<file path="config.mk">
export PLATFORM = sky130hd
export DESIGN_NAME = tsb_checker_bit
export DESIGN_NICKNAME = d
export VERILOG_FILES = /design/src/rtl/tsb_pkg.sv /design/src/rtl/tsb_checker_bit.sv
export SDC_FILE = /design/constraint.sdc
export NUM_CORES = 1
export LEC_CHECK = 0
export BUFFER_PORTS_ARGS = -buffer_cell sky130_fd_sc_hd__buf_4
export CAP_MARGIN = 20
export CELL_PAD_IN_SITES_DETAIL_PLACEMENT = 1
export CELL_PAD_IN_SITES_GLOBAL_PLACEMENT = 1
export CORE_AREA = 2 2 153 155
export CTS_BUF_LIST = sky130_fd_sc_hd__clkbuf_4
export DETAILED_ROUTE_END_ITERATION = 6
export DIE_AREA = 0 0 155 157
export MAX_ROUTING_LAYER = met4
export PLACE_DENSITY = 0.89
export SETUP_SLACK_MARGIN = 0.4
export SYNTH_ARGS = -nofsm -noshare
export SYNTH_HDL_FRONTEND = slang
export SYNTH_SLANG_ARGS = --single-unit
</file>
<file path="constraint.sdc">
create_clock -name clk -period 5.4 [get_ports clk]
set_input_delay 0.81 -clock clk [delete_from_list [all_inputs] [get_ports clk]]
set_output_delay 0.81 -clock clk [all_outputs]
set_load 0.05 [all_outputs]
</file>
<file path="src/rtl/tsb_pkg.sv">
package tsb_pkg;

	localparam int MAX_SIDE = 256;

	localparam logic OP_SAMPLE = 1'b0;
	localparam logic OP_WRITE  = 1'b1;

	localparam logic [1:0] KIND_CHECKER = 2'd0;
	localparam logic [1:0] KIND_IMAGE   = 2'd1;
	localparam logic [1:0] KIND_MISSING = 2'd2;
	localparam logic [1:0] KIND_WHITE   = 2'd3;

	localparam logic [2:0] REG_KIND   = 3'd0;
	localparam logic [2:0] REG_FILTER = 3'd1;
	localparam logic [2:0] REG_WIDTH  = 3'd2;
	localparam logic [2:0] REG_HEIGHT = 3'd3;
	localparam logic [2:0] REG_SCALE  = 3'd4;
	localparam logic [2:0] REG_OFFSET = 3'd5;
	localparam logic [2:0] REG_DARK   = 3'd6;
	localparam logic [2:0] REG_LIGHT  = 3'd7;

	localparam logic [23:0] COLOR_MAGENTA = 24'hFF00FF;
	localparam logic [23:0] COLOR_WHITE   = 24'hFFFFFF;

	// Blend of two 8-bit values by a 9-bit weight out of 256.
	function automatic logic [15:0] lerp8(input logic [7:0] a, input logic [7:0] b,
			input logic [8:0] w);
		logic [16:0] s;
		s = {9'd0, a} * (17'd256 - {8'd0, w}) + {9'd0, b} * {8'd0, w};
		return s[15:0];
	endfunction

endpackage

</file>
<file path="src/rtl/tsb_checker_bit.sv">
// Parity of the checker cell index for one coordinate, two register stages.
module tsb_checker_bit import tsb_pkg::*; (
	input  logic        clk,
	input  logic        en,
	input  logic [31:0] coord,
	input  logic [31:0] offset,
	input  logic [15:0] scale,
	output logic        parity
);
	logic signed [32:0] sum_s1;
	logic signed [49:0] prod;

	always_ff @(posedge clk) begin
		if (en) begin
			sum_s1 <= $signed({coord[31], coord}) + $signed({offset[31], offset});
		end
	end

	assign prod = sum_s1 * $signed({1'b0, scale});

	always_ff @(posedge clk) begin
		if (en) begin
			parity <= prod[24];
		end
	end
endmodule

</file>
; ---- After elaboration in Yosys (flattened, before gate mapping)
; Index checks and enable logic that the tools add are counted.
[totals]
regBits = 34
in_bits = 82
out_inout_bits = 1
word_cells = 4
[classes]
addsub = 1
multipliers = 1
[ops]
columns = op, n
row1 = 32-bit by 32-bit adder with 33-bit output, 1
row2 = 33-bit by 17-bit multiplier with 25-bit output, 1

; ---- Depth between registers and ports, before layout
[depth]
word_depth = 1
ltp_mapped = 22
ltp_nobuf = 21

; ---- Worst setup path after synthesis
; No wires, ideal clock.
[synth_timing]
kind = input to register
from = input scale[8]
to = register parity (data pin)
setup_time_ns = 0.261
t_arrival_ns = 5.528
t_required_ns = 5.139
setup_slack_ns = -0.389
path_stages = 22
n_path_buf = 1
path_cell_list = clkbuf_1 > nand2_1 > fa_1 > inv_1 > fa_1 > inv_1 > fa_1 > inv_1 > fa_1 > fa_1 > inv_1 > fa_1 > inv_1 > ha_1 > nand4_1 > nor2_1 > nand2_1 > nand3_1 > nor3_1 > o21ai_0 > o21ai_0 > xnor2_1
[synth_between]
elab_chain_len = 1
[synth_rtl]
columns = element, line_no
row1 = "start, declared", tsb_checker_bit.sv:7  ; input logic [15:0] scale,
row2 = 33-bit by 17-bit multiplier with 25-bit output, tsb_checker_bit.sv:19  ; assign prod = sum_s1 * $signed({1'b0, scale});
row3 = net prod[24], tsb_checker_bit.sv:11  ; logic signed [49:0] prod;
row4 = "end signal, assigned", tsb_checker_bit.sv:23  ; parity <= prod[24];
row5 = "end, declared", tsb_checker_bit.sv:8  ; output logic parity
; The timed path passes the listed nets, and every way through them passes these cells.
; A chain may end at the register's enable or synchronous reset.

; ---- Worst setup path in the final report
; Ends and elaborated chain as after synthesis.

==> results.py <==
metrics = {
    "finish": {
        "area_growth_pct": 17.8,
        "nFillCells": 2614,
        "drive_gt1_share_pct": 17.9,
        "nNetsFinal": 1601,
    },
    "synth": {
        "yosysUniqueCellTypes": 45,
        "syn_nets": 1473,
        "netlist_instances": 1096,
        "synth_top_family_by_area": "adder cells",
        "synth-seq-cells": 26,
        "ys.flop_type": "edfxtp_1",
        "yosys.area.top_type": "fa_1",
        "synth_compound_area_share_pct": 5.32,
        "synthSimpleGateAreaFrac_pct": 16.9,
        "synth-seq-area-share_pct": 7.98,
        "synth_top_area_share_pct": 42.0,
        "synth_edf_count": 26,
        "synthXorXnorAreaFrac_pct": 4.48,
        "synthTopCellsByArea": "fa_1 (42%), ha_1 (12%), inv_1 (10%), edfxtp_1 (8.0%), and2_1 (6.9%)",
        "yosys_warnings": 0,
        "postSynthAreaPerCell_um2": 8.92,
        "ys_async_sr_fraction_pct": 0,
        "synth.most_common_cell": "inv_1",
        "synthAdderAreaFrac_pct": 53.5,
        "yosys-mux-area-fraction_pct": 0.218,
        "syn_area_um2": 9780,
        "synthTopCellsByCount": "inv_1 (261), fa_1 (205), nand2_1 (178), and2_1 (108), ha_1 (90)",
    },
    "timing": {
        "hold_viol_final": 0,
        "min_period_ps": 5670,
        "fmax_mhz": 176,
        "worst_pin_slew_ps": 494,
        "fin_crit_sh_pct": 105,
        "slew_violations": 0,
        "setup_violations": 1,
        "maxSlewHeadroom_pct": 66.7,
        "rsz0062_at_grt": "true",
        "fin_worst_skew_ps": 4.27,
        "fin_ws_ps": -272,
        "tns_ps": -272,
        "whs_ps": 752,
    },
    "grt": {
        "grt_max_degree": 27,
        "grt.overflow.total": 0,
        "grt_pass1_vias": 9926,
        "grtUsageTotal_pct": 29.1,
        "grt_pass1_wl_um": 52400,
        "grt_antenna_before_repair": 1,
    },
    "die": {
        "start_util_pct": 43.5,
        "die_area_um2": 24300,
        "die_w_um": 155,
        "num_rows": 55,
        "coreArea_um2": 22500,
        "io_pins": 83,
        "die_h_um": 157,
    },
    "route": {
        "post-route-drc-count": 0,
        "first_iter_violations": 365,
        "avgViaCountPerCell": 5.44,
        "antenna_left": 0,
        "first_pass_iters": 4,
        "routed_wl_um": 33000,
        "wl_per_cell_um": 21.9,
        "num_vias": 8212,
    },
    "worst_setup_path": {
        "max_stage_delay_ps": 610,
        "worst-setup-path-type": "in -> reg",
        "required_ps": 5530,
        "cp_num_buf_inv": 6,
        "cp.arrival_ps": 5800,
        "crit_chain": "buf_8 -> nand2_1 -> fa_1 -> inv_2 -> fa_1 -> fa_1 -> fa_1 -> fa_1 -> inv_1 -> fa_1 -> inv_1 -> ha_1 -> nand4_1 -> nor2_2 -> buf_6 -> o211ai_1 -> a21oi_1 -> buf_4 -> o21ai_2 -> xnor2_1",
        "cp_max_fo": 12,
        "crit_path_frequent_cell": "fa_1",
        "path_delay_family": "adder cells",
        "crit_path_start_kind": "primary input",
        "crit_path_end_kind": "flop",
        "slowest_stage": "fa_1",
    },
    "placement": {
        "place_congestion": 0.942,
        "io_buffers": 68,
        "pre_cts_ws_ps": -771,
        "dp_hpwl_um": 26800,
    },
    "cts": {
        "cts.clk_slew.worst_paths_ps": 170,
        "cts.sinks": 26,
        "clockRootBuffer": "clkbuf_4",
        "worstSkewPairLatency_ps": 350,
        "cts_tree": "built",
        "clockBufferDepth": 2,
        "cts_made_buffers": 3,
        "htree_levels": 1,
    },
    "outcome": {
        "violations": "negative setup slack",
        "status": "finished, violations left",
    },
    "hold_path": {
        "hp-class": "in -> reg",
    },
    "flow_run": {
        "cap_viol_max_count": 0,
    },
}
## sequential cells by signal, summed over array words and instances (netlist names)
name    cells
parity      1
sum_s1     25
## logic make-up (layout without fill, tap and decap cells)
| group | Yosys count | count (layout) |
|---|---|---|
| buffers and inverters | 303 | 430 |
| xor gates and xnor gates | 50 | 50 |
| and+or+nand+nor | 342 | 342 |
| muxes | 2 | 2 |
| adders and majority gates | 295 | 295 |
| AOI/OAI and AO/OA | 78 | 78 |
| DFF | 26 | 26 |
| other | 0 | 1 |
## per-stage QoR
step	cells	cell area, um^2	utilization (%)
finish	1509	11500	51.2
global route	1509	11500	51.2
CTS	1506	11500	50.9
detailed placement	1483	11200	49.6
global placement	1483	11200	49.6
floorplan	1096	9920	-
## worst register-to-register path, stage by stage, from the launching register on
cell and delay [ps]:
edfxtp_1 450, buf_6 160, buf_4 130, nand2_1 90, fa_1 470, inv_2 130
fa_1 490, fa_1 610, fa_1 470, fa_1 500, inv_1 50, fa_1 470
inv_1 40, ha_1 310, nand4_1 150, nor2_2 180, buf_6 140, o211ai_1 90
a21oi_1 130, buf_4 160, o21ai_2 60, xnor2_1 120
## final cells by class
type / count / area, um^2 / area share [%]
repair buffers: 165 / 1350 / 11.8
multi-input cells: 767 / 7990 / 69.4
well taps: 285 / 357 / 3.10
clock buffers: 3 / 22.5 / 0.196
inverters: 261 / 980 / 8.51
flip-flops and latches: 26 / 781 / 6.78
diodes: 1 / 2.50 / 0.0217
clock inverters: 1 / 30.0 / 0.261
## worst paths after layout
check / start / end / slack [ps] / cells past startpoint
worst max-delay path: scale[8] / parity$_DFFE_PP_ / -270 / 20
worst min-delay path: coord[0] / sum_s1[0]$_DFFE_PP_ / 750 / 2
worst max register to register: sum_s1[9]$_DFFE_PP_ / parity$_DFFE_PP_ / -240 / 21
worst min register to register: sum_s1[24]$_DFFE_PP_ / parity$_DFFE_PP_ / 1410 / 7
## routing by layer
layer | vias up | GRT usage (%) | routed length [um]
li1 | 3512 | - | -
met1 | 4204 | 28.4 | 11100
met2 | 328 | 54.0 | 17500
met3 | 168 | 3.41 | 1530
met4 | 0 | 20.4 | 2800
met5 | - | - | 0
## cells in the final DEF, fill, tap and decap left out, drive strengths merged, types with 4 or more instances in the layout
cell / instances
ha: 90
nand3: 4
and2: 108
nand4: 5
nand2: 178
nor3: 11
clkbuf: 5
inv: 261
edfxtp: 26
nor2: 18
buf: 163
nor2b: 4
a31oi: 4
fa: 205
o21ai: 15
o21a: 6
a21o: 9
o211ai: 4
and3: 5
xnor2: 43
a21oi: 24
xor2: 7
## timing repair
item	CTS	global route
hold buffers	0	0
gates cloned	1	0
endpoints found under the setup margin	1	1
pin swaps	23	11
resized for setup	31	13
setup buffers	18	2
Power is left out: the tool's default activity adds up to more than one toggle a clock period on the data nets, which glitch-free logic cannot reach.
